File: config.mk
export PLATFORM = sky130hd
export DESIGN_NAME = two_class_weighted_queue_unit
export DESIGN_NICKNAME = d
export VERILOG_FILES = /design/src/hw/rtl/tcwq_pkg.sv /design/src/hw/rtl/two_class_weighted_queue_unit.sv
export SDC_FILE = /design/constraint.sdc
export NUM_CORES = 1
export LEC_CHECK = 0
export BUFFER_PORTS_ARGS = -buffer_cell sky130_fd_sc_hd__buf_4
export CORE_MARGIN = 4
export CORE_UTILIZATION = 61
export CTS_CLUSTER_SIZE = 30
export DETAILED_ROUTE_END_ITERATION = 16
export GPL_ROUTABILITY_DRIVEN = 1
export GPL_TIMING_DRIVEN = 0
export PLACE_DENSITY = 0.78
export SLEW_MARGIN = 40
export SYNTH_ARGS = -nofsm -noshare
export SYNTH_HDL_FRONTEND = slang
export SYNTH_SLANG_ARGS = --single-unit
File: constraint.sdc
create_clock -name i_clk -period 10.9 [get_ports i_clk]
set_clock_uncertainty 0.1 [all_clocks]
set_input_delay 3.27 -clock i_clk [delete_from_list [all_inputs] [get_ports i_clk]]
set_output_delay 3.27 -clock i_clk [all_outputs]
set_load 0.01 [all_outputs]
File: src/hw/rtl/tcwq_pkg.sv
// types and constants shared by the two-class weighted queue
package tcwq_pkg;

    localparam int unsigned FUNC_W   = 2;
    localparam int unsigned NUMBER_W = 16;
    localparam int unsigned STATUS_W = 3;
    localparam int unsigned COUNT_W  = 4;

    localparam logic [COUNT_W-1:0] THRESHOLD_RESET = 4'd5;

    typedef logic [FUNC_W-1:0]   t_func;
    typedef logic [NUMBER_W-1:0] t_number;
    typedef logic [STATUS_W-1:0] t_status;
    typedef logic [COUNT_W-1:0]  t_count;

    localparam t_func FUNC_ENQ_NORMAL = 2'd0;
    localparam t_func FUNC_ENQ_PREF   = 2'd1;
    localparam t_func FUNC_SERVE      = 2'd2;

    localparam t_status STATUS_SERVED_NORMAL = 3'd0;
    localparam t_status STATUS_SERVED_PREF   = 3'd1;
    localparam t_status STATUS_EMPTY         = 3'd2;
    localparam t_status STATUS_ENQUEUED      = 3'd3;
    localparam t_status STATUS_FULL          = 3'd4;

endpackage

File: src/hw/rtl/two_class_weighted_queue_unit.sv
// top level of the two-class weighted queue: two ticket fifos and a service arbiter
//
// requests enter on the s_axis channel: tuser carries the function (enqueue normal,
// enqueue preferred, serve; the unused code also serves), tdata the ticket number.
// every request gives exactly one result on the m_axis channel: tuser carries the
// status, tdata the served ticket number or zero when nothing was served.
// the threshold of preferred services in a row is written on the cfg channel,
// which is always ready; write it only while no request is in flight.
// one request is taken per cycle while s_axis_tready is high. a result passes through
// the result stage, loaded with the queue update and registered store read, and then
// the output register before it shows on m_axis.
// when the receiver stalls, one result waits in the output register and one in the
// stage before it; s_axis_tready drops only when both are full.
// reset empties both queues, clears the service counter and sets the threshold
// to five; the stores are not cleared and need no clearing pass.
module two_class_weighted_queue_unit
    import tcwq_pkg::*;
#(
    parameter int unsigned QUEUE_DEPTH = 16
) (
    input  logic                i_clk,
    input  logic                i_rst_n,
    input  logic                i_cfg_valid,
    output logic                o_cfg_ready,
    input  logic [COUNT_W-1:0]  i_cfg_data,     // serve_threshold
    input  logic                s_axis_tvalid,
    output logic                s_axis_tready,
    input  logic [15:0]         s_axis_tdata,   // ticket_number
    input  logic [FUNC_W-1:0]   s_axis_tuser,   // func
    output logic                m_axis_tvalid,
    input  logic                m_axis_tready,
    output logic [15:0]         m_axis_tdata,   // served_number
    output logic [STATUS_W-1:0] m_axis_tuser    // status
);

    localparam int unsigned AW = (QUEUE_DEPTH > 1) ? $clog2(QUEUE_DEPTH) : 1;
    localparam int unsigned FW = $clog2(QUEUE_DEPTH + 1);
    localparam logic [AW-1:0] LAST_IDX = AW'(QUEUE_DEPTH - 1);
    localparam logic [FW-1:0] FULL_FILL = FW'(QUEUE_DEPTH);

    t_number r_norm_mem [QUEUE_DEPTH];
    t_number r_pref_mem [QUEUE_DEPTH];

    logic [AW-1:0] r_norm_head, r_norm_tail, r_pref_head, r_pref_tail;
    logic [FW-1:0] r_norm_fill, r_pref_fill;
    t_count        r_count, r_threshold;

    logic [AW-1:0] n_norm_head, n_norm_tail, n_pref_head, n_pref_tail;
    logic [FW-1:0] n_norm_fill, n_pref_fill;
    t_count        n_count;

    logic    r_p_valid, r_o_valid;
    t_status r_p_status, r_o_status;
    t_number r_p_number, r_o_number;

    logic    accept, out_load, norm_empty, pref_empty, serve_normal;
    logic    norm_write, pref_write, norm_read, pref_read;
    t_status n_status;

    assign o_cfg_ready   = 1'b1;
    assign out_load      = !r_o_valid || m_axis_tready;
    assign s_axis_tready = !r_p_valid || out_load;
    assign accept        = s_axis_tvalid && s_axis_tready;

    assign norm_empty   = (r_norm_fill == '0);
    assign pref_empty   = (r_pref_fill == '0);
    assign serve_normal = pref_empty || (!norm_empty && (r_count >= r_threshold));

    always_comb begin
        n_norm_head = r_norm_head;
        n_norm_tail = r_norm_tail;
        n_norm_fill = r_norm_fill;
        n_pref_head = r_pref_head;
        n_pref_tail = r_pref_tail;
        n_pref_fill = r_pref_fill;
        n_count     = r_count;
        norm_write  = 1'b0;
        pref_write  = 1'b0;
        norm_read   = 1'b0;
        pref_read   = 1'b0;
        case (s_axis_tuser)
            FUNC_ENQ_NORMAL: begin
                if (r_norm_fill == FULL_FILL) begin
                    n_status = STATUS_FULL;
                end else begin
                    n_status    = STATUS_ENQUEUED;
                    norm_write  = 1'b1;
                    n_norm_tail = (r_norm_tail == LAST_IDX) ? '0 : r_norm_tail + 1'b1;
                    n_norm_fill = r_norm_fill + 1'b1;
                end
            end
            FUNC_ENQ_PREF: begin
                if (r_pref_fill == FULL_FILL) begin
                    n_status = STATUS_FULL;
                end else begin
                    n_status    = STATUS_ENQUEUED;
                    pref_write  = 1'b1;
                    n_pref_tail = (r_pref_tail == LAST_IDX) ? '0 : r_pref_tail + 1'b1;
                    n_pref_fill = r_pref_fill + 1'b1;
                end
            end
            default: begin
                if (norm_empty && pref_empty) begin
                    n_status = STATUS_EMPTY;
                end else if (serve_normal) begin
                    n_status    = STATUS_SERVED_NORMAL;
                    norm_read   = 1'b1;
                    n_norm_head = (r_norm_head == LAST_IDX) ? '0 : r_norm_head + 1'b1;
                    n_norm_fill = r_norm_fill - 1'b1;
                    if (!pref_empty) begin
                        n_count = '0;
                    end
                end else begin
                    n_status    = STATUS_SERVED_PREF;
                    pref_read   = 1'b1;
                    n_pref_head = (r_pref_head == LAST_IDX) ? '0 : r_pref_head + 1'b1;
                    n_pref_fill = r_pref_fill - 1'b1;
                    if (r_count < r_threshold) begin
                        n_count = r_count + 1'b1;
                    end
                end
            end
        endcase
    end

    // queue stores with registered read into the result stage
    always_ff @(posedge i_clk) begin
        if (accept && norm_write) begin
            r_norm_mem[r_norm_tail] <= s_axis_tdata;
        end
        if (accept && pref_write) begin
            r_pref_mem[r_pref_tail] <= s_axis_tdata;
        end
        if (accept) begin
            r_p_status <= n_status;
            if (norm_read) begin
                r_p_number <= r_norm_mem[r_norm_head];
            end else if (pref_read) begin
                r_p_number <= r_pref_mem[r_pref_head];
            end else begin
                r_p_number <= '0;
            end
        end
        if (out_load) begin
            r_o_status <= r_p_status;
            r_o_number <= r_p_number;
        end
    end

    always_ff @(posedge i_clk) begin
        if (!i_rst_n) begin
            r_norm_head <= '0;
            r_norm_tail <= '0;
            r_norm_fill <= '0;
            r_pref_head <= '0;
            r_pref_tail <= '0;
            r_pref_fill <= '0;
            r_count     <= '0;
            r_threshold <= THRESHOLD_RESET;
            r_p_valid   <= 1'b0;
            r_o_valid   <= 1'b0;
        end else begin
            if (i_cfg_valid) begin
                r_threshold <= i_cfg_data;
            end
            if (accept) begin
                r_norm_head <= n_norm_head;
                r_norm_tail <= n_norm_tail;
                r_norm_fill <= n_norm_fill;
                r_pref_head <= n_pref_head;
                r_pref_tail <= n_pref_tail;
                r_pref_fill <= n_pref_fill;
                r_count     <= n_count;
                r_p_valid   <= 1'b1;
            end else if (out_load) begin
                r_p_valid <= 1'b0;
            end
            if (out_load) begin
                r_o_valid <= r_p_valid;
            end
        end
    end

    assign m_axis_tvalid = r_o_valid;
    assign m_axis_tdata  = r_o_number;
    assign m_axis_tuser  = r_o_status;

endmodule

**Yosys cells after proc, flatten, opt, wreduce, memory -nomap -nowiden**

Memory sizes are Yosys's and may differ from the RTL's. A register that Yosys moved wholly into a read port is not among the register bits.
Cells that the tools add are included.

- Add/sub/neg operators: 9
- $lt $le $gt $ge: 2
- Eq/ne operators: 13
- Multiplexer cells: 42
- Bitwise operators: 7
- Reductions and logical operators: 25

Operators by type and width:

| cell | number |
|---|---|
| two-way mux 4 bit | 11 |
| two-way mux 16 bit | 2 |
| two-way mux 5 bit | 6 |
| adder 4 x 1 -> 4 bit, second input constant | 5 |
| case mux 5 bit (2 select lines) | 2 |
| two-way mux 1 bit | 17 |
| == test 4 bit, second input constant | 4 |
| AND reduction 5 bit | 3 |
| adder 5 x 1 -> 5 bit, second input constant | 2 |
| == test 5 bit, second input constant | 2 |
| zero test 5 bit | 2 |
| subtractor 5 x 1 -> 5 bit, second input constant | 2 |
| AND reduction 4 bit | 2 |
| NOT 1 bit | 7 |
| two-way mux 3 bit | 2 |
| inequality test 2 x 1 -> 1 bit, second input constant | 3 |
| inequality test 2 bit, second input constant | 3 |
| case mux 3 bit (2 select lines) | 1 |
| AND reduction 3 bit | 2 |
| nonzero test 2 bit | 3 |
| logical AND 1 bit | 5 |
| greater-or-equal comparator 4 bit | 1 |
| < comparator 4 bit | 1 |
| zero test 1 bit | 3 |
| other kinds (5) | 7 |

- Register bits: 74
- RAM bits: 512
- Bits of input ports: 27
- Output and inout bits: 22
- Word-level logic and storage cells: 114
- Memories: 2

Memory list:

| name | depth | width | read ports | clocked after Yosys merged registers in | write ports | RTL line | text |
|---|---|---|---|---|---|---|---|
| r_norm_mem | 16 | 16 | 1 | 1 | 1 | two_class_weighted_queue_unit.sv:41 | `t_number r_norm_mem [QUEUE_DEPTH];` |
| r_pref_mem | 16 | 16 | 1 | 1 | 1 | two_class_weighted_queue_unit.sv:42 | `t_number r_pref_mem [QUEUE_DEPTH];` |

**Logic depth before layout (Yosys ltp)**

- Depth after elaboration: 9
- Depth in mapped cells: 9
- Mapped depth without buffers: 8

**Least setup slack after synthesis**

OpenSTA, ideal clock, no wires.

- Path kind: input port to output port
- Start point: input m_axis_tready
- End point: output s_axis_tready
- Arrival time: 3702 ps
- Required time: 7530 ps
- Setup slack: 3828 ps
- Stages on the path: 3
- Buffers on the path: 1
- Path through: and3b_1 -> buf_2 -> inv_1

- Longest elaborated chain between the ends: 2

RTL lines:

| item | RTL line | text |
|---|---|---|
| from (decl) | two_class_weighted_queue_unit.sv:31 | `input logic m_axis_tready,` |
| logical OR 1 bit | two_class_weighted_queue_unit.sv:61 | `assign out_load = !r_o_valid \|\| m_axis_tready;` |
| logical OR 1 bit | two_class_weighted_queue_unit.sv:62 | `assign s_axis_tready = !r_p_valid \|\| out_load;` |
| to (decl) | two_class_weighted_queue_unit.sv:27 | `output logic s_axis_tready,` |

No other way between the ends.

**Final worst setup path**

Same ends and word-level chain as after synthesis.

==> results.md <==
* Status: finished, final reports clean
* Power share of the clock group at 0.365
* Critical Path Sink: s_axis_tready
* CP Max Fanout at 5
* Largest cells by area after synthesis: edfxtp_1 (71%), mux4_2 (14%), dfxtp_1 (3.8%)
* Core area at between 30000 and 40000 um2
* CTS root buf: clkbuf_16
* Largest net degree at the start of global routing at 33
* Endpoints failing setup at 0
* Least-Margin Pin Slew at 0.9213 ns
* Number of max-cap violations at 0
* Synthesized area per cell at just over 20 um2
* Clk slew on worst S/H paths at 0.06 ns
* CP Cell Sequence: buf_4, and3b_1, buf_2, inv_1, buf_4
* Clk_lat worst skew at 0.60 ns
* Most frequent cell after synthesis: edfxtp_1
* Final net count at 1314
* Sequential share of the synthesized area at 0.7525
* Netlist cell types at 50
* Leak at about 0.0084 uW
* Yosys top cell by area: edfxtp_1
* DRC Markers at 0
* P_int at 3865 uW
* GP Congestion at 0.8247
* Final hold violation count at 0
* Gate power share at 0.117
* Post-CTS resize count at 0
* First-pass GRT wire length at slightly below 80000 um
* Port buffer count at 45
* CP most frequent cell: buf_4
* Power share of the sequential group at 0.518
* Area Overhead vs Synth at 13.56%
* Most instantiated cells after synthesis: edfxtp_1 (550), mux4_2 (144), nor2_1 (55), dfxtp_1 (44), a21oi_1 (39)
* Synth Flop Type: edfxtp_1
* Post-CTS setup buffers at 0
* RSZ-0062 raised after global routing: false
* Sw Ratio at 0.2326
* Hold WC Path Type: reg2reg
* Minimum clock period at ~7.4 ns
* Clock Path Buffers at 3
* Post-synth EDFFs at 550
* Worst setup path start: m_axis_tready
* Critical R2R Capture: r_p_number[0]
* Final TNS setup at 0 ns
* Final Max Slew Viols at 0
* Post-DRT Antenna Nets at 0
* Synthesized area at between 20000 and 25000 um2
* GR Overflow Total at 0
* Final HPWL DP at between 30000 and 40000 um
* Switching pwr at around 1200 uW
* Relative slew slack at 0.3858
* Starting Density at 0.6167
* Crit. End Element: primary output
* Async set-or-reset flop fraction in the synthesized netlist at 0
* # IOs at 49
* Yosys top cell area share at 0.7144
* Global Route Usage Sum at 0.2556
* Die Y at just over 200 um
* H-Tree Depth at 2
* PD cells at between 150 and 200 nW/um2
* Drt initial violations at between 1000 and 1500
* Layout cell share with drive strength beyond 1 at 0.2808
* Placed Cells at approximately 1700
* CP peak stage delay at ~0.22 ns
* Post-synthesis register bit count at between 500 and 600
* Synth Instances at 1134
* Ys Warns at 0
* Drt pass-1 iters at 6
* Total CTS buffers at 55
* Slowest cell on crit path: buf_2
* Fin cells at 1818
* Sink Count at a little under 600
* CP Launch Type: input pin
* Worst EP required at roughly 7.5 ns
* Vias in the first global route at 11920
* Post-Syn Nets at between 1000 and 1500
* Drt wl/cell at 28.26 um
* Diode count at 0
* Peak supply drop at 0.0001137 V
* Final Cycle Share at 0.6781
* Initial antenna violation count at 0
* Via count at around 12000
* Final wirelength at ~50000 um
* CTS tree: done
* Critical setup path kind: in2out
* Crit path DAT at between 4 and 5 ns
* FMAX at around 140 MHz
* Chip Width at 202.7 um
* Rows at between 70 and 80
* Setup slack, reg-to-reg at 7.53 ns
* Hold_buf cts at 0
* Reg2reg path depth at 7
* Vias/cell at around 6.4
* Die Footprint at around 41000 um2
-- cell usage in the layout, fill, tap and decap left out, types with 4 or more instances in the layout --
cell	n
inv_1	34
xor2_1	8
ha_1	21
and2_2	8
dfxtp_1	44
clkbuf_16	57
buf_4	61
o21ai_0	14
edfxtp_1	550
a31oi_1	6
buf_2	26
clkinv_1	17
nand3_1	8
mux4_2	144
nor2_1	38
clkbuf_1	41
a21o_1	5
o22ai_1	17
clkinv_2	5
mux2i_1	28
nand2_1	29
nand2b_1	4
nor3_2	9
mux2_2	16
nor2_4	17
buf_8	7
a21oi_1	39
-- layout make-up --
cell class / instances / area, um2
flip-flops and latches: 594 / 17400
fillers: 2253 / 11230
repair buffers: 73 / 589.3
clock buffers: 73 / 1506
clock inverters: 27 / 206.4
well taps: 511 / 639.4
plain buffers: 53 / 234.0
multi-input cells: 453 / 5554
inverters: 34 / 127.6
-- worst min-delay path by stage --
| stage | start | endpoint | cells past startpoint |
|---|---|---|---|
| finish | r_p_number[9] | m_axis_tdata[9] | 0 |
| global route | r_p_number[5] | m_axis_tdata[5] | 0 |
| CTS | r_p_number[11] | m_axis_tdata[11] | 0 |
| detailed placement | r_p_number[2] | m_axis_tdata[2] | 0 |
| global placement | r_p_number[12] | m_axis_tdata[12] | 0 |
| floorplan | r_p_number[0] | m_axis_tdata[0] | 0 |
-- critical path: cells and delay by family --
| kind | cells | cell delay, ns |
|---|---|---|
| buffers and inverters | 4 | 0.55 |
| and+or+nand+nor | 1 | 0.20 |
-- metrics by stage --
stage | total power (uW) | instance area, um2 | utilization | setup slack, ns | hold WS [ns]
after detailed placement | 3231 | 24530 | 0.6543 | 3.525 | 0.3054
after global routing | 5207 | 26250 | 0.7003 | 3.472 | 0.3265
final | 5037 | 26250 | 0.7003 | 3.509 | 0.3209
after floorplan | 3032 | 23120 | - | 3.828 | 0.3003
after CTS | 5047 | 26240 | 0.7000 | 3.504 | 0.3182
after global placement | 3211 | 24100 | 0.6428 | 3.264 | 0.3011
-- power groups by stage --
stage          registers (uW)  clock network, uW  logic, uW
3_3_place_gp             2650                  0        557
2_1_floorplan            2650                  0        382
6_report                 2610               1840        589
4_1_cts                  2610               1850        586
3_5_place_dp             2650                  0        577
5_1_grt                  2610               1960        637
-- state kept, by name (all words and copies together), names as in the netlist, 3 cells and up, named ones only --
register	cells
m_axis_tdata	16
r_threshold	4
r_pref_fill	5
r_p_number	16
r_norm_tail	4
m_axis_tuser	3
r_norm_head	4
r_pref_mem	256
r_p_status	3
r_norm_fill	5
r_pref_tail	4
r_pref_head	4
r_count	4
r_norm_mem	256
-- layer usage --
layer / routed length [um] / GRT usage / vias to the layer above
met5: 0 / 0 / -
met4: 1607 / 0.07590 / 0
li1: - / - / 4864
met2: 25220 / 0.4076 / 667
met3: 4696 / 0.04552 / 95
met1: 19850 / 0.3739 / 6072
-- cell families (layout without fill, tap and decap cells) --
| family | count (synthesis) | count (layout) | share of synthesized area |
|---|---|---|---|
| AOI/OAI and AO/OA | 92 | 92 | 0.02538 |
| xor gates and xnor gates | 11 | 11 | 0.004167 |
| adders and majority gates | 23 | 23 | 0.01310 |
| buffers and inverters | 87 | 260 | 0.01553 |
| DFF | 594 | 594 | 0.7525 |
| muxes | 188 | 188 | 0.1602 |
| other | 1 | 1 | 0.0001622 |
| and+or+nand+nor | 138 | 138 | 0.02901 |
Note: power is estimated with default switching activity, not from simulation.
